**config.mk**
```make
export PLATFORM = sky130hd
export DESIGN_NAME = aptc_ctrl
export DESIGN_NICKNAME = d
export VERILOG_FILES = /design/src/aptc_pkg.sv /design/src/aptc_ctrl.sv
export SDC_FILE = /design/constraint.sdc
export NUM_CORES = 1
export LEC_CHECK = 0
export BUFFER_PORTS_ARGS = -buffer_cell sky130_fd_sc_hd__buf_2
export CELL_PAD_IN_SITES_DETAIL_PLACEMENT = 1
export CELL_PAD_IN_SITES_GLOBAL_PLACEMENT = 1
export CORE_AREA = 4 4 57 59
export CTS_CLUSTER_DIAMETER = 150
export DETAILED_ROUTE_END_ITERATION = 6
export DIE_AREA = 0 0 61 63
export GPL_TIMING_DRIVEN = 1
export PLACE_DENSITY_LB_ADDON = 0.1
export SKIP_CTS_REPAIR_TIMING = 1
export SLEW_MARGIN = 20
export SYNTH_ARGS = -nofsm -noshare
export SYNTH_HDL_FRONTEND = slang
export SYNTH_SLANG_ARGS = --single-unit
```
**constraint.sdc**
```tcl
create_clock -name i_clk -period 2 [get_ports i_clk]
set_input_delay 0.4 -clock i_clk [delete_from_list [all_inputs] [get_ports i_clk]]
set_output_delay 0.4 -clock i_clk [all_outputs]
set_load 0.01 [all_outputs]
```
**src/aptc_pkg.sv**
```systemverilog
// Shared constants and types for the asymmetric PI threshold controller.
package aptc_pkg;

    localparam int FRAC_BITS = 16;
    localparam int ACC_WIDTH = 40;

    localparam int FRAC_W = FRAC_BITS + 1;
    localparam logic [FRAC_W-1:0] FRAC_ONE = FRAC_W'(1 << FRAC_BITS);

    localparam int GAIN_W = 24;
    localparam int ERR_W = FRAC_W + 1;
    localparam int NUM_W = 2 * FRAC_BITS + 1;
    localparam int DIV_STEPS = FRAC_W;
    localparam int CNT_W = $clog2(DIV_STEPS);

    localparam int ACC_EXT_W = ACC_WIDTH + 1;
    localparam int ACC_LO_W = ACC_WIDTH / 2;
    localparam int ACC_HI_W = ACC_WIDTH - ACC_LO_W;
    localparam int PP_LO_W = ACC_LO_W + 1 + GAIN_W;
    localparam int PP_HI_W = ACC_HI_W + GAIN_W;
    localparam int IPROD_W = ACC_WIDTH + GAIN_W;
    localparam int PPROD_W = ERR_W + GAIN_W;
    localparam int ITERM_W = IPROD_W - FRAC_BITS;
    localparam int PTERM_W = PPROD_W - FRAC_BITS;
    localparam int SUM_W = ITERM_W + 1;
    localparam int RES_W = SUM_W + 1;

    localparam int DATA_W = 32;
    localparam int PADDR_W = 4;
    localparam int REG_IDX_W = 2;
    localparam int IN_TDATA_W = 24;
    localparam int OUT_TDATA_W = 24;
    localparam int OUT_TUSER_W = 2;

    localparam logic [REG_IDX_W-1:0] REG_HOT_FRACTION = 2'd0;
    localparam logic [REG_IDX_W-1:0] REG_PROP_GAIN = 2'd1;
    localparam logic [REG_IDX_W-1:0] REG_INTEG_GAIN = 2'd2;

    typedef struct packed {
        logic [FRAC_W-1:0]        hot_fraction;
        logic signed [GAIN_W-1:0] prop_gain;
        logic signed [GAIN_W-1:0] integ_gain;
    } t_cfg;

    typedef struct packed {
        logic capture;
        logic prep;
        logic div_step;
        logic integ;
        logic mul0;
        logic mul1;
        logic acc;
        logic sum;
        logic fin;
    } t_dp_cmd;

    typedef struct packed {
        logic corner;
    } t_dp_status;

endpackage

```
**src/aptc_ctrl.sv**
```systemverilog
// Sequencer that steps one word through divide, integrate, multiply and clamp.
module aptc_ctrl import aptc_pkg::*; (
    input  logic       i_clk,
    input  logic       i_rst_n,
    input  logic       i_in_valid,
    output logic       o_in_ready,
    output logic       o_out_valid,
    input  logic       i_out_ready,
    input  t_dp_status i_status,
    output t_dp_cmd    o_cmd
);

    typedef enum logic [8:0] {
        S_IDLE  = 9'b000000001,
        S_PREP  = 9'b000000010,
        S_DIV   = 9'b000000100,
        S_INTEG = 9'b000001000,
        S_MUL0  = 9'b000010000,
        S_MUL1  = 9'b000100000,
        S_ACC   = 9'b001000000,
        S_SUM   = 9'b010000000,
        S_FIN   = 9'b100000000
    } t_state;

    t_state r_state, n_state;
    logic [CNT_W-1:0] r_cnt, n_cnt;
    logic r_out_valid, n_out_valid;
    logic w_out_free;

    assign w_out_free = !r_out_valid || i_out_ready;

    always_comb begin
        n_state     = r_state;
        n_cnt       = r_cnt;
        n_out_valid = r_out_valid && !i_out_ready;
        o_cmd       = '0;
        unique case (r_state)
            S_IDLE: begin
                if (i_in_valid) begin
                    o_cmd.capture = 1'b1;
                    n_state = S_PREP;
                end
            end
            S_PREP: begin
                o_cmd.prep = 1'b1;
                n_cnt = '0;
                n_state = i_status.corner ? S_FIN : S_DIV;
            end
            S_DIV: begin
                o_cmd.div_step = 1'b1;
                n_cnt = r_cnt + CNT_W'(1);
                if (r_cnt == CNT_W'(DIV_STEPS - 1)) begin
                    n_state = S_INTEG;
                end
            end
            S_INTEG: begin
                o_cmd.integ = 1'b1;
                n_state = S_MUL0;
            end
            S_MUL0: begin
                o_cmd.mul0 = 1'b1;
                n_state = S_MUL1;
            end
            S_MUL1: begin
                o_cmd.mul1 = 1'b1;
                n_state = S_ACC;
            end
            S_ACC: begin
                o_cmd.acc = 1'b1;
                n_state = S_SUM;
            end
            S_SUM: begin
                o_cmd.sum = 1'b1;
                n_state = S_FIN;
            end
            S_FIN: begin
                if (w_out_free) begin
                    o_cmd.fin = 1'b1;
                    n_out_valid = 1'b1;
                    n_state = S_IDLE;
                end
            end
            default: n_state = S_IDLE;
        endcase
    end

    always_ff @(posedge i_clk) begin
        if (!i_rst_n) begin
            r_state     <= S_IDLE;
            r_cnt       <= '0;
            r_out_valid <= 1'b0;
        end else begin
            r_state     <= n_state;
            r_cnt       <= n_cnt;
            r_out_valid <= n_out_valid;
        end
    end

    assign o_in_ready  = (r_state == S_IDLE);
    assign o_out_valid = r_out_valid;

endmodule

```
* Word level (Yosys, flattened, before mapping)
Cells that the tools add are included.
** Word-level totals
- Register bits :: 15
- Input bits :: 5
- Output and inout port bits :: 11
- Word-level logic and storage cells :: 42
** Cells by class
- $add $sub $neg :: 1
- Equal/unequal tests :: 13
- Mux-type cells :: 19
- Reductions and logical operators :: 6
** Operator list (count)
- $pmux W9 S9 :: 1
- $mux W9 :: 4
- $mux W1 :: 13
- $pmux W5 S2 :: 1
- $eq A9 B1 Y1 const B :: 1
- $eq A9 B2 Y1 const B :: 1
- $eq A9 B3 Y1 const B :: 1
- $eq A9 B4 Y1 const B :: 1
- $eq A9 B5 Y1 const B :: 1
- $eq A9 B6 Y1 const B :: 1
- $eq A9 B7 Y1 const B :: 1
- $eq A9 B8 Y1 const B :: 1
- $eq A9 B9 Y1 const B :: 1
- $ne A2 B2 Y1 const B :: 3
- $add A5 B1 Y5 const B :: 1
- $eq A5 B5 Y1 const B :: 1
- $reduce_and A3 Y1 :: 1
- $logic_not A1 Y1 :: 2
- $reduce_bool A2 Y1 :: 1
- $logic_and A1 B1 Y1 :: 1
- $logic_or A1 B1 Y1 :: 1

* Depth between registers and ports, before layout
- Depth in word-level cells :: 4
- Gate-level depth with buffers :: 6
- Mapped depth without buffers :: 6

* Worst setup path after synthesis
OpenSTA, ideal clock, no wires.
- Kind :: reg-to-output
- From :: register r_state[5]
- To :: output o_cmd[8] in the netlist's numbering
- Data arrival time :: 1.486 ns
- Required time :: 1.600 ns
- Path slack :: 0.114 ns
- Stages on the path, launching flop included :: 6
- Buffers on the path :: 1
- Cells stage by stage :: dfxtp_1 buf_6 or3_4 or3_4 inv_1 and2_1
** RTL lines
- start, declared :: RTL line aptc_ctrl.sv:25 : t_state r_state, n_state;
- start signal, assigned :: RTL line aptc_ctrl.sv:93 : r_state <= n_state;
- end, declared :: RTL line aptc_ctrl.sv:10 : output t_dp_cmd o_cmd

==> flow_metrics.tcl <==
set metrics [dict create \
    netlist_instances 118 \
    top_usage_layer "met2" \
    syn_avg_cell_area_um2 8.22 \
    clk_path_buf_depth 2 \
    vias 1059 \
    holdWs_ns 0.390 \
    ys_ff_latch 15 \
    grt_use_met3 0.0269 \
    worst-r2r-cell-count 8 \
    grt_max_degree 18 \
    crit_fanout 3 \
    ff2ff_setup_slack_ns 0.24 \
    worst_path_most_repeated_cell "or3_4" \
    clkSlewWorstSetupHoldPaths_ns 0.10 \
    finalSetupViolCount 4 \
    timing.rr.start "r_state[4]$_SDFFE_PN0P_" \
    grt_overflow 0 \
    antenna_cells 0 \
    cts.sinks 15 \
    wl_per_cell_um 16.7 \
    place_area_um2 1110 \
    cts_buffers 3 \
    period_minus_slack_ns 2.11 \
    tightest_slew_ns 0.327 \
    status "finished, violations left" \
    synthesis.nets 125 \
    finalPower_mw 1.19 \
    cp-end-kind "output port" \
    power-per-cell-area_nw_per_um2 941 \
    r2r-end "r_cnt[2]$_SDFFE_PN0P_" \
    grt_pass1_vias 1082 \
    clock_latency_ns 0.29 \
    drt-initial-drc-count 35 \
    postRouteAntennaNets 0 \
    firstDrtPassIters 4 \
    antenna_found_initial 0 \
    regArea_um2 313 \
    cp-start-kind "flip-flop" \
    synth.distinct_cells 44 \
    path_class "reg -> out" \
    syn_to_final_growth_pct 30.8 \
    postRouteWirelength_mm 2.95 \
    drive_above_1_share 0.400 \
    grt_setup_unrepaired "true" \
    clock.fmax_ghz 0.474 \
    dp_hpwl_mm 2.21 \
    yosysSeqAreaShare 0.310 \
    ys.flop_type "dfxtp_1" \
    synth_edf_count 0 \
    peakVddDrop_mv 0.471 \
    stdcell_count 176 \
    hp-class "in -> reg" \
    initial_core_util 0.358 \
    grt_pass1_wl_mm 4.61 \
    vias_per_cell 6.02 \
    clock_skew_ns 0.00511 \
    cts_tree "built" \
    synth-async-reset-ratio 0 \
    maxCapViolCount 0 \
    min_to "r_state[8]$_SDFFE_PN0P_" \
    final_area_um2 1270 \
    die-height_um 63 \
    hold_viol_final 0 \
    cp_slowest_stage_delay_ns 0.41 \
    gr-usage-met2 0.267 \
    track_usage 0.158 \
    multiInputGateArea_um2 677 \
    htree_levels 1 \
    cp_slowest_cell "or3_4" \
    fp.coreArea_um2 2710 \
    timing.final.ws_setup_ns -0.112 \
    dieArea_um2 3840 \
    syn-cell-area_um2 970 \
    arrival_ns 1.71 \
    row_count 19 \
    numPortBuffers 15 \
    leakagePower_nw 0.503 \
    required_ns 1.60 \
    io_pins 16 \
    worst_slew_margin_rel 0.776 \
    grtUsageMet1 0.171 \
    fp.dieW_um 61 \
    dp.cells 165 \
    drc 0 \
    hp-start "i_status" \
    gp_congestion 0.774 \
    violations "setup timing" \
    finalMaxSlewViolations 0 \
    whs_path_depth 3 \
    worstPathCellList "or3_4 -> or3_4 -> inv_2 -> and2_1 -> buf_2" \
    cts-root-buf "clkbuf_4" \
    finalNetCount 153 \
    synth_warnings 0 \
    fillers 350 \
    timing.final.crit_share 1.06 \
]
-- report_power, final --
| part | switching, mW | internal [mW] | total (mW) |
|---|---|---|---|
| logic | 0.349 | 0.302 | 0.651 |
| registers | 0.0329 | 0.329 | 0.362 |
| clock network | 0.104 | 0.0774 | 0.181 |
| total | 0.486 | 0.709 | 1.19 |
-- layer usage --
| metal | up-vias | part of all wire | routed length, µm |
|---|---|---|---|
| met5 | - | 0 | 0 |
| met4 | 0 | 0.048 | 141 |
| met3 | 13 | 0.030 | 89 |
| met2 | 21 | 0.52 | 1520 |
| met1 | 524 | 0.41 | 1200 |
| li1 | 501 | - | - |
-- flip-flops by register name, summed over array words and instances (netlist names) --
signal,cells
r_cnt,5
r_state,9
o_out_valid,1
-- worst max-delay path by stage --
stage | startpoint | to | slack [ns]
finish | r_state[1]$_SDFFE_PN0P_ | o_cmd[8] | -0.11
global route | r_state[7]$_SDFFE_PN0P_ | o_cmd[2] | -0.18
CTS | r_state[7]$_SDFFE_PN0P_ | o_cmd[2] | -0.25
detailed placement | r_state[7]$_SDFFE_PN0P_ | o_cmd[2] | 0.08
global placement | r_state[7]$_SDFFE_PN0P_ | o_cmd[8] | 0.14
floorplan | r_state[5]$_SDFFE_PN0P_ | o_cmd[8] | 0.11
-- cells in the mapped netlist, drive strengths merged (2+ instances only) --
master / instances / area, µm²
a41oi: 2 / 17.5
inv: 5 / 18.8
nor4b: 4 / 41.3
and2: 2 / 12.5
and3: 3 / 18.8
nor4: 2 / 12.5
or3: 4 / 35.0
nor2b: 3 / 18.8
nand3: 5 / 25.0
a21oi: 2 / 10.0
a31oi: 2 / 12.5
nand2: 8 / 30.0
clkbuf: 2 / 8.75
or3b: 2 / 17.5
dfxtp: 15 / 300
a32o: 2 / 20.0
o22ai: 3 / 18.8
o21ai: 9 / 48.8
buf: 6 / 35.0
ha: 2 / 25.0
nor2: 8 / 30.0
a22oi: 2 / 15.0
nand2b: 4 / 25.0
nand4: 4 / 25.0
nor3: 7 / 56.3
-- stage by stage --
stage / util / worst slack [ns] / setup TNS (ns)
2_1_floorplan: - / 0.114 / 0
3_3_place_gp: 0.409 / 0.140 / 0
3_5_place_dp: 0.409 / 0.0791 / 0
4_1_cts: 0.418 / -0.249 / -0.875
5_1_grt: 0.468 / -0.185 / -0.696
6_report: 0.468 / -0.112 / -0.177
-- layout by cell type, fill, tap and decap left out, drive strengths merged, types with 2 or more instances in the layout --
cell,instances
dfxtp,15
nand4,4
o22ai,3
nand2,8
nor3,7
a41oi,2
nor4b,4
nand2b,4
and3,3
a21oi,2
ha,2
nor2b,3
o21ai,9
nor2,8
nand3,5
or3b,2
a32o,2
clkbuf,4
and2,2
or3,4
a22oi,2
nor4,2
inv,5
a31oi,2
buf,31
-- worst max-delay path, delay by kind of cell (launching register included) --
kind	cells	cell delay, ns
and+or+nand+nor	3	0.89
buffers and inverters	2	0.18
DFF	1	0.36
-- cell families (layout without fill, tap and decap cells) --
group                      after synthesis  in the layout  share of synthesized area
adders and majority gates                2              2                     0.0258
and+or+nand+nor                         57             57                      0.370
buffers and inverters                   13             40                     0.0645
DFF                                     15             15                      0.310
AOI/OAI and AO/OA                       29             29                      0.212
xor gates and xnor gates                 2              2                     0.0181
-- area by class of cell --
cell class / count / share of cell area
Clock buffer: 4 / 0.0207
Multi-Input combinational cell: 90 / 0.534
Inverter: 5 / 0.0148
Tap cell: 31 / 0.0306
Sequential cell: 15 / 0.247
Timing Repair Buffer: 31 / 0.154
(Power assumes the default switching activity.)
