File: config.mk
export PLATFORM = sky130hd
export DESIGN_NAME = aptc_regs
export DESIGN_NICKNAME = d
export VERILOG_FILES = /design/src/aptc_pkg.sv /design/src/aptc_regs.sv
export SDC_FILE = /design/constraint.sdc
export NUM_CORES = 1
export LEC_CHECK = 0
export BUFFER_PORTS_ARGS = -buffer_cell sky130_fd_sc_hd__buf_2
export CAP_MARGIN = 20
export CORE_ASPECT_RATIO = 0.6
export CORE_UTILIZATION = 47
export DETAILED_ROUTE_END_ITERATION = 6
export HOLD_SLACK_MARGIN = 0.15
export PLACE_DENSITY = 0.8
export SYNTH_ARGS = -nofsm -noshare
export SYNTH_HDL_FRONTEND = slang
export SYNTH_SLANG_ARGS = --single-unit
File: constraint.sdc
create_clock -name i_clk -period 1.3 [get_ports i_clk]
set_input_delay 0.26 -clock i_clk [delete_from_list [all_inputs] [get_ports i_clk]]
set_output_delay 0.26 -clock i_clk [all_outputs]
set_load 0.1 [all_outputs]
File: src/aptc_pkg.sv
// Shared constants and types for the asymmetric PI threshold controller.
package aptc_pkg;

    localparam int FRAC_BITS = 16;
    localparam int ACC_WIDTH = 40;

    localparam int FRAC_W = FRAC_BITS + 1;
    localparam logic [FRAC_W-1:0] FRAC_ONE = FRAC_W'(1 << FRAC_BITS);

    localparam int GAIN_W = 24;
    localparam int ERR_W = FRAC_W + 1;
    localparam int NUM_W = 2 * FRAC_BITS + 1;
    localparam int DIV_STEPS = FRAC_W;
    localparam int CNT_W = $clog2(DIV_STEPS);

    localparam int ACC_EXT_W = ACC_WIDTH + 1;
    localparam int ACC_LO_W = ACC_WIDTH / 2;
    localparam int ACC_HI_W = ACC_WIDTH - ACC_LO_W;
    localparam int PP_LO_W = ACC_LO_W + 1 + GAIN_W;
    localparam int PP_HI_W = ACC_HI_W + GAIN_W;
    localparam int IPROD_W = ACC_WIDTH + GAIN_W;
    localparam int PPROD_W = ERR_W + GAIN_W;
    localparam int ITERM_W = IPROD_W - FRAC_BITS;
    localparam int PTERM_W = PPROD_W - FRAC_BITS;
    localparam int SUM_W = ITERM_W + 1;
    localparam int RES_W = SUM_W + 1;

    localparam int DATA_W = 32;
    localparam int PADDR_W = 4;
    localparam int REG_IDX_W = 2;
    localparam int IN_TDATA_W = 24;
    localparam int OUT_TDATA_W = 24;
    localparam int OUT_TUSER_W = 2;

    localparam logic [REG_IDX_W-1:0] REG_HOT_FRACTION = 2'd0;
    localparam logic [REG_IDX_W-1:0] REG_PROP_GAIN = 2'd1;
    localparam logic [REG_IDX_W-1:0] REG_INTEG_GAIN = 2'd2;

    typedef struct packed {
        logic [FRAC_W-1:0]        hot_fraction;
        logic signed [GAIN_W-1:0] prop_gain;
        logic signed [GAIN_W-1:0] integ_gain;
    } t_cfg;

    typedef struct packed {
        logic capture;
        logic prep;
        logic div_step;
        logic integ;
        logic mul0;
        logic mul1;
        logic acc;
        logic sum;
        logic fin;
    } t_dp_cmd;

    typedef struct packed {
        logic corner;
    } t_dp_status;

endpackage

File: src/aptc_regs.sv
// APB configuration registers: target hot share and the two loop gains.
module aptc_regs import aptc_pkg::*; (
    input  logic               i_clk,
    input  logic               i_rst_n,
    input  logic               psel,
    input  logic               penable,
    input  logic               pwrite,
    input  logic [PADDR_W-1:0] paddr,
    input  logic [DATA_W-1:0]  pwdata,
    output logic [DATA_W-1:0]  prdata,
    output t_cfg               o_cfg
);

    t_cfg r_cfg;
    logic w_wr;
    logic [REG_IDX_W-1:0] w_idx;

    assign w_wr  = psel & penable & pwrite;
    assign w_idx = paddr[PADDR_W-1:2];

    always_ff @(posedge i_clk) begin
        if (!i_rst_n) begin
            r_cfg.hot_fraction <= FRAC_W'(1 << (FRAC_BITS - 1));
            r_cfg.prop_gain    <= '0;
            r_cfg.integ_gain   <= '0;
        end else if (w_wr) begin
            unique case (w_idx)
                REG_HOT_FRACTION: r_cfg.hot_fraction <= pwdata[FRAC_W-1:0];
                REG_PROP_GAIN:    r_cfg.prop_gain <= $signed(pwdata[GAIN_W-1:0]);
                REG_INTEG_GAIN:   r_cfg.integ_gain <= $signed(pwdata[GAIN_W-1:0]);
                default: ;
            endcase
        end
    end

    always_comb begin
        unique case (w_idx)
            REG_HOT_FRACTION: prdata = DATA_W'(r_cfg.hot_fraction);
            REG_PROP_GAIN:    prdata = DATA_W'(unsigned'(r_cfg.prop_gain));
            REG_INTEG_GAIN:   prdata = DATA_W'(unsigned'(r_cfg.integ_gain));
            default:          prdata = '0;
        endcase
    end

    assign o_cfg = r_cfg;

endmodule

==> flow_metrics.py, run 1 <==
metrics = {
    "clock_network": {
        "post_cts_buffers": 0,
        "root_buffer": "clkbuf_8",
        "hold_buffers": 0,
        "cts_sinks": 65,
        "clockBufferDepth": 2,
        "cts_buffers": 9,
        "cts_htree_levels": 3,
    },
    "logic_synthesis": {
        "synthTopCellsByCount": "nand2_1, mux2i_1, dfxtp_1",
        "synth_top_area_frac": 0.4370,
        "synth_edf_count": 0,
        "synth.yosys.seq_area_share": 0.4370,
        "netlist_area_um2": 2978,
        "synth_cell_types": 20,
        "synth_cells": 319,
        "avgSynthCellArea_um2": 9.335,
        "synth_top_area_cell": "dfxtp_1",
        "synth.most_common_cell": "nand2_1",
        "synth_ff_type": "dfxtp_1",
        "ys_top_cells_by_area": "dfxtp_1, mux2i_1, nand2_1",
        "ys_warn_count": 0,
        "ys_ff_latch": 65,
        "async_flop_share": 0,
    },
    "placement": {
        "dp_hpwl_mm": 7.999,
        "placement.io_buffers": 119,
        "dp_slack_ns": -0.3898,
        "place_congestion": 0.7457,
    },
    "global_routing": {
        "grt_max_degree": 48,
        "antenna_found_initial": 2,
    },
    "floorplan": {
        "row_count": 22,
        "dieHeight_um": 63.66,
        "io-pin-count": 138,
        "initial_core_util": 0.4873,
        "die_x_um": 104.8,
    },
    "sta": {
        "worst-ep-kind": "primary output",
        "crit_endpoint": "prdata[13]",
    },
    "outcome": {
        "lastStage": "global routing",
        "error": "[ERROR DPL-0033] detailed placement checks failed during check placement.",
        "outcome": "aborted with a tool error",
    },
}
## logic make-up after synthesis
family	share of synthesized area
buf+inv	0.08823
compound gates	0.05420
flops	0.4370
simple gates	0.1471
other cells	0.001259
mux	0.2723
## metrics by stage
stage	TNS, ns	std cells	cell area (um2)	utilization
CTS	-4.629	531	5996	0.9812
detailed placement	-24.41	514	5441	0.8905
global placement	-19.57	514	5441	0.8905
floorplan	-4.049	326	3507	-
## timing repair
item,CTS
gates cloned,1
pin swaps,21
endpoints found under the setup margin,29
resized for setup,69
==> inputs of run 2 (changes only) <==
CORE_ASPECT_RATIO = default   (was 0.6)
CORE_UTILIZATION = 40   (was 47)
HOLD_SLACK_MARGIN = default   (was 0.15)
PLACE_DENSITY = default   (was 0.8)
PLACE_DENSITY_LB_ADDON = 0.15   (was default)
==> flow_metrics.py, run 2 <==
metrics = {
    "power": {
        "swShare": 0.3120,
        "p_int_mw": 3.159,
        "power.share.clock": 0.354,
        "cellPowerDensity_nw_per_um2": 730.7,
        "power_leakage_nw": 2.588,
        "irDropWorstVdd_uv": 500.7,
        "pwr-share-comb": 0.214,
        "p_switching_mw": 1.433,
        "seq_power_share": 0.432,
    },
    "logic_synthesis": {
        "synthMuxAreaShare": 0.2723,
        "async_flop_share": 0,
        "ys_top_cells_by_area": "dfxtp_1, mux2i_1, nand2_1",
        "synth-compound-area-share": 0.05420,
        "synth.yosys.seq_area_share": 0.4370,
        "synth_top_area_frac": 0.4370,
        "ys_warn_count": 0,
        "avgSynthCellArea_um2": 9.335,
        "synthTopCellsByCount": "nand2_1, mux2i_1, dfxtp_1",
        "synth_edf_count": 0,
        "synth_cells": 319,
        "synthAdderAreaFrac": 0,
        "ys_ff_latch": 65,
        "yosys.area_share.simple": 0.1471,
        "synth_cell_types": 20,
        "synth.most_common_cell": "nand2_1",
        "synth_top_area_cell": "dfxtp_1",
        "synth_top_family_by_area": "multiplexers",
        "netlist_area_um2": 2978,
        "synth-xor-area-share": 0,
        "synth_ff_type": "dfxtp_1",
    },
    "final_layout": {
        "insertedDiodeCount": 0,
        "fin_util": 0.8711,
        "final_cell_mix": "buf_12, nand2_1, mux2i_1, buf_4, dfxtp_4",
        "syn_to_final_growth_pct": 111.1,
        "fin_area_um2": 6285,
        "mostFrequentLayoutCell": "buf_12",
        "fin_nets": 518,
        "fillers": 336,
        "drive_above_1_share": 0.6515,
        "largest_reg_flops": 65,
    },
    "drt": {
        "wl_mm": 10.59,
        "drt_pass1_iterations": 4,
        "drt_iter0_markers": 102,
        "wl_per_cell_um": 18.22,
        "drc_errors": 0,
        "ant_nets": 0,
        "num_vias": 2935,
        "vias_per_cell": 5.052,
    },
    "placement": {
        "place_congestion": 0.7578,
        "placement.io_buffers": 119,
        "dp_hpwl_mm": 6.412,
        "dp_slack_ns": -0.2066,
        "dpl_cell_area_um2": 5500,
    },
    "sta": {
        "layout_min_cycle_time_ns": 1.429,
        "setup_viol": 24,
        "fin_skew_ns": 0,
        "final_max_slew_viol_count": 0,
        "hold_viol_final": 0,
        "rsz0062_at_grt": "yes",
        "fin_ws_ns": -0.1289,
        "holdWs_ns": 0.1824,
        "fin_crit_sh": 1.099,
        "fmax_ghz": 0.6998,
    },
    "global_routing": {
        "track_usage": 0.2698,
        "grt_max_degree": 41,
        "grt_overflow": 0,
        "grt_pass1_vias": 2965,
        "top_usage_layer": "met2",
        "gr-usage-met1": 0.2952,
        "antenna_found_initial": 0,
        "use_met2": 0.5021,
        "grt_pass1_wl_mm": 15.53,
        "gr-usage-met3": 0.07649,
    },
    "clock_network": {
        "cts_buffers": 9,
        "cts_tree": "built",
        "insertion_delay_ns": 0.34,
        "root_buffer": "clkbuf_8",
        "cts_htree_levels": 3,
        "clockBufferDepth": 2,
        "clkTransAtPathRegs_ns": 0.07,
        "cts_sinks": 65,
    },
    "setup_path": {
        "worstSetupStartpointType": "input port",
        "crit_type": "input port to primary output",
        "worst_setup_path_end_kind": "primary output",
        "worstPathArrival_ns": 1.17,
        "crit_fanout": 7,
        "required_ns": 1.04,
    },
    "floorplan": {
        "die_x_um": 88.28,
        "initial_core_util": 0.4128,
        "dieHeight_um": 88.28,
        "dieArea_um2": 7793,
        "row_count": 31,
        "core_area_um2": 7214,
        "io-pin-count": 138,
    },
    "min_path": {
        "hp-class": "input port to flop",
    },
    "outcome": {
        "violations": "setup timing",
        "outcome": "finished, violations left",
    },
    "run": {
        "maxCapViolations": 0,
    },
}
-- run 2: cell counts after synthesis --
No cell type changed its count.
-- run 2: cell type report --
class	instances	area (um2)	share of cell area
Clock buffer	11	131.4	0.02090
Clock inverter	5	47.55	0.007565
Inverter	1	3.754	0.0005973
Multi-Input combinational cell	226	2013	0.3203
Sequential cell	65	1485	0.2363
Tap cell	99	123.9	0.01971
Timing Repair Buffer	174	2480	0.3946
-- run 2: cells by family (layout without fill, tap and decap cells) --
family | Yosys count | after routing
AND/OR/NAND/NOR | 111 | 111
multiplexers | 81 | 81
flip-flops | 65 | 65
buffers and inverters | 35 | 191
AO/OA/AOI/OAI | 26 | 26
other | 1 | 8
-- run 2: power by group through the flow --
stage               logic, mW  clock network (mW)  registers (mW)
finish                  0.983                1.63            1.98
global route             1.02                1.76            1.98
CTS                     0.955                1.65            1.98
detailed placement      0.866                   0            2.03
global placement        0.855                   0            2.03
floorplan               0.431                   0            2.20
-- run 2: metal layers --
metal | vias up | share of wire
li1 | 1371 | -
met1 | 1432 | 0.38
met2 | 107 | 0.54
met3 | 25 | 0.056
met4 | 0 | 0.022
met5 | - | 0
-- run 2: metrics by stage --
stage / TNS, ns / total power [mW] / std cells
2_1_floorplan: -4.049 / 2.632 / 326
3_3_place_gp: -7.066 / 2.882 / 531
3_5_place_dp: -8.280 / 2.895 / 531
4_1_cts: -2.788 / 4.584 / 568
5_1_grt: -3.137 / 4.760 / 581
6_report: -2.527 / 4.592 / 581
-- run 2: worst paths after layout --
| kind | depth (start not counted) | to | slack (ns) | startpoint |
|---|---|---|---|---|
| worst max-delay path | 6 | prdata[15] | -0.13 | paddr[2] |
| worst min register to register | 2 | o_cfg[21] | 0.49 | o_cfg[21] |
| worst max register to register | 3 | o_cfg[61] | 0.48 | o_cfg[61] |
| worst min-delay path | 3 | o_cfg[23] | 0.18 | pwdata[23] |
-- run 2: critical path, cell delays in order --
cell and delay [ns]:
buf_12 0.12, nor2b_4 0.24, buf_12 0.20, nand2_4 0.07, o21ai_4 0.08, buf_12 0.19
-- run 2: what timing repair did --
| item | CTS | global route |
|---|---|---|
| gates resized for setup | 38 | 28 |
| pin swaps | 18 | 15 |
| gates cloned | 2 | 0 |
| endpoints found under the setup margin | 24 | 25 |
| hold buffers | 0 | 0 |
| buffers inserted | 19 | 14 |
(Power assumes the default switching activity.)
==> inputs of run 3 (changes only) <==
CTS_BUF_LIST = sky130_fd_sc_hd__clkbuf_8   (was default)
CTS_CLUSTER_SIZE = 16   (was default)
==> flow_metrics.py, run 3 (synthesized netlist as in run 2, its figures left out) <==
metrics = {
    "clock_network": {
        "cts_buffers": 9,
        "root_buffer": "clkbuf_8",
        "cts_tree": "built",
        "clockBufferDepth": 2,
        "cts_htree_levels": 3,
        "insertion_delay_ns": 0.34,
        "cts_sinks": 65,
        "hold_buffers": 0,
        "clkTransAtPathRegs_ns": 0.07,
    },
    "final_layout": {
        "fin_nets": 518,
        "largest_reg_flops": 65,
        "drive_above_1_share": 0.6515,
        "syn_to_final_growth_pct": 111.1,
        "insertedDiodeCount": 0,
        "mostFrequentLayoutCell": "buf_12",
        "final_cell_mix": "buf_12, nand2_1, mux2i_1, buf_4, dfxtp_4",
    },
    "global_routing": {
        "grt_overflow": 0,
        "grt_pass1_vias": 2970,
        "grt_pass1_wl_mm": 15.54,
        "grt_max_degree": 41,
        "track_usage": 0.2698,
        "antenna_found_initial": 0,
    },
    "setup_path": {
        "worst_setup_path_end_kind": "primary output",
        "crit_type": "input port to primary output",
        "crit_fanout": 7,
        "required_ns": 1.04,
        "worstSetupStartpointType": "input port",
        "worst_r2r_path_depth": 3,
        "worstPathArrival_ns": 1.17,
    },
    "placement": {
        "dp_slack_ns": -0.2066,
        "place_congestion": 0.7578,
        "placement.io_buffers": 119,
        "dp_hpwl_mm": 6.412,
    },
    "sta": {
        "fin_crit_sh": 1.099,
        "setup_viol": 24,
        "rsz0062_at_grt": "yes",
        "final_max_slew_viol_count": 0,
        "hold_viol_final": 0,
        "fin_ws_ns": -0.1293,
        "fin_skew_ns": 0,
        "layout_min_cycle_time_ns": 1.429,
        "fmax_ghz": 0.6997,
    },
    "drt": {
        "wl_per_cell_um": 18.26,
        "num_vias": 2935,
        "drc_errors": 0,
        "ant_nets": 0,
        "wl_mm": 10.61,
        "drt_pass1_iterations": 4,
        "drt_iter0_markers": 115,
        "vias_per_cell": 5.052,
    },
    "power": {
        "swShare": 0.3139,
        "power_leakage_nw": 2.596,
        "cellPowerDensity_nw_per_um2": 729.0,
        "seq_power_share": 0.433,
        "p_switching_mw": 1.438,
        "irDropWorstVdd_uv": 500.5,
        "power.share.clock": 0.353,
        "pwr-share-comb": 0.215,
        "p_int_mw": 3.144,
        "p_total_mw": 4.582,
    },
    "floorplan": {
        "dieArea_um2": 7793,
        "die_x_um": 88.28,
        "core_area_um2": 7214,
        "initial_core_util": 0.4128,
        "row_count": 31,
        "dieHeight_um": 88.28,
        "io-pin-count": 138,
    },
    "min_path": {
        "hp-class": "input port to flop",
        "hold_depth": 3,
    },
    "outcome": {
        "outcome": "finished, violations left",
        "violations": "setup timing",
    },
    "run": {
        "maxCapViolations": 0,
    },
}
[run 3: timing repair]
action                                  4_1_cts  5_1_grt
endpoints found under the setup margin       24       25
gates resized for setup                      38       28
setup buffers                                19       14
pin swaps                                    18       15
cloned                                        2        0
[run 3: power by group through the flow]
| stage | Sequential (mW) | Combinational (mW) | Clock (mW) |
|---|---|---|---|
| 2_1_floorplan | 2.20 | 0.431 | 0 |
| 3_5_place_dp | 2.03 | 0.866 | 0 |
| 5_1_grt | 1.98 | 1.02 | 1.74 |
| 4_1_cts | 1.98 | 0.955 | 1.63 |
| 6_report | 1.98 | 0.983 | 1.62 |
| 3_3_place_gp | 2.03 | 0.855 | 0 |
[run 3: worst paths after layout]
path | to | startpoint | slack [ns]
setup / recovery | prdata[15] | paddr[2] | -0.13
hold reg to reg | o_cfg[21] | o_cfg[21] | 0.49
setup reg to reg | o_cfg[61] | o_cfg[61] | 0.48
hold / removal | o_cfg[23] | pwdata[23] | 0.18
[run 3: cell type report]
type	count	area (um2)
clock buffer	9	123.9
clock inverter	7	55.05
fill	336	929.6
inverter	1	3.754
multi-input combinational	226	2013
sequential	65	1485
tap	99	123.9
timing repair buffer	174	2480
[run 3: critical path, cell delays in order]
cell and delay (ns):
buf_12 0.12, nor2b_4 0.24, buf_12 0.20, nand2_4 0.07, o21ai_4 0.08, buf_12 0.19
[run 3: metal layers]
layer,track usage,vias up,part of all wire
met5,0,-,0
met2,0.5021,126,0.54
met4,0.08358,0,0.022
li1,-,1367,-
met1,0.2952,1415,0.38
met3,0.07649,27,0.058
[run 3: metrics by stage]
stage               setup TNS (ns)  hold slack [ns]  instances  utilization  cell area [um2]
finish                      -2.537           0.1793        581       0.8711             6285
global route                -3.138           0.1911        581       0.8711             6285
floorplan                   -4.049           0.4140        326            -             3507
global placement            -7.066           0.4713        531       0.7624             5500
detailed placement          -8.280           0.4742        531       0.7624             5500
CTS                         -2.789           0.1706        568       0.8455             6100
==> inputs of run 4 (changes only) <==
SETUP_SLACK_MARGIN = 0.3   (was default)
==> flow_metrics.py, run 4 <==
metrics = {
    "outcome": {
        "outcome": "aborted with a tool error",
        "lastStage": "global routing",
        "error": "[ERROR GRT-0232] Routing congestion too high. Check the congestion heatmap in the GUI.",
    },
    "logic_synthesis": {
        "synth.yosys.seq_area_share": 0.4370,
        "synth-xor-area-share": 0,
        "synth.most_common_cell": "nand2_1",
        "yosys.area_share.simple": 0.1471,
        "ys_top_cells_by_area": "dfxtp_1, mux2i_1, nand2_1",
        "synthAdderAreaFrac": 0,
        "avgSynthCellArea_um2": 9.335,
        "synth-compound-area-share": 0.05420,
        "netlist_area_um2": 2978,
        "ys_warn_count": 0,
        "synth_edf_count": 0,
        "synth_top_area_cell": "dfxtp_1",
        "synthTopCellsByCount": "nand2_1, mux2i_1, dfxtp_1",
        "synth_top_family_by_area": "multiplexers",
        "ys_ff_latch": 65,
        "async_flop_share": 0,
        "synth_cell_types": 20,
        "synthMuxAreaShare": 0.2723,
        "synth_ff_type": "dfxtp_1",
        "synth_cells": 319,
        "synth_top_area_frac": 0.4370,
    },
    "floorplan": {
        "die_x_um": 88.28,
        "dieHeight_um": 88.28,
        "initial_core_util": 0.4128,
        "row_count": 31,
        "io-pin-count": 138,
    },
    "global_routing": {
        "antenna_found_initial": 5,
        "grt_max_degree": 50,
        "grt_overflow": 193,
        "track_usage": 0.8170,
    },
    "placement": {
        "dp_hpwl_mm": 6.244,
        "placement.io_buffers": 119,
        "place_congestion": 0.7821,
    },
    "clock_network": {
        "root_buffer": "clkbuf_8",
        "cts_htree_levels": 3,
        "clockBufferDepth": 2,
        "hold_buffers": 0,
        "cts_sinks": 65,
        "cts_buffers": 9,
    },
    "sta": {
        "worst-ep-kind": "primary output",
        "crit_endpoint": "prdata[17]",
    },
}
## run 4: cell counts after synthesis
No cell type changed its count.
## run 4: timing repair
item / in CTS
buffers inserted: 47
cloned: 6
endpoints found under the setup margin: 146
resized for setup: 116
pin swaps: 11
## run 4: per-stage QoR
| stage | setup WS, ns | instance area (um2) | hold WS [ns] | TNS [ns] | instances |
|---|---|---|---|---|---|
| after CTS | -0.1540 | 6686 | 0.1746 | -2.633 | 598 |
| after detailed placement | -0.1914 | 5528 | 0.4813 | -8.880 | 529 |
| after global placement | -0.1586 | 5528 | 0.4701 | -7.192 | 529 |
| after floorplan | -0.2487 | 3577 | 0.4140 | -4.028 | 326 |
## run 4: cells by family after synthesis
family,count (synthesis)
and+or+nand+nor,111
other,1
muxes,81
DFF,65
AOI/OAI and AO/OA,26
buffers and inverters,35
## run 4: per-layer routing
metal	global-route usage	GRT overflow
met2	1.011	110
met1	0.7951	0
met3	0.6269	1
met5	0.1104	0
met4	0.9238	82
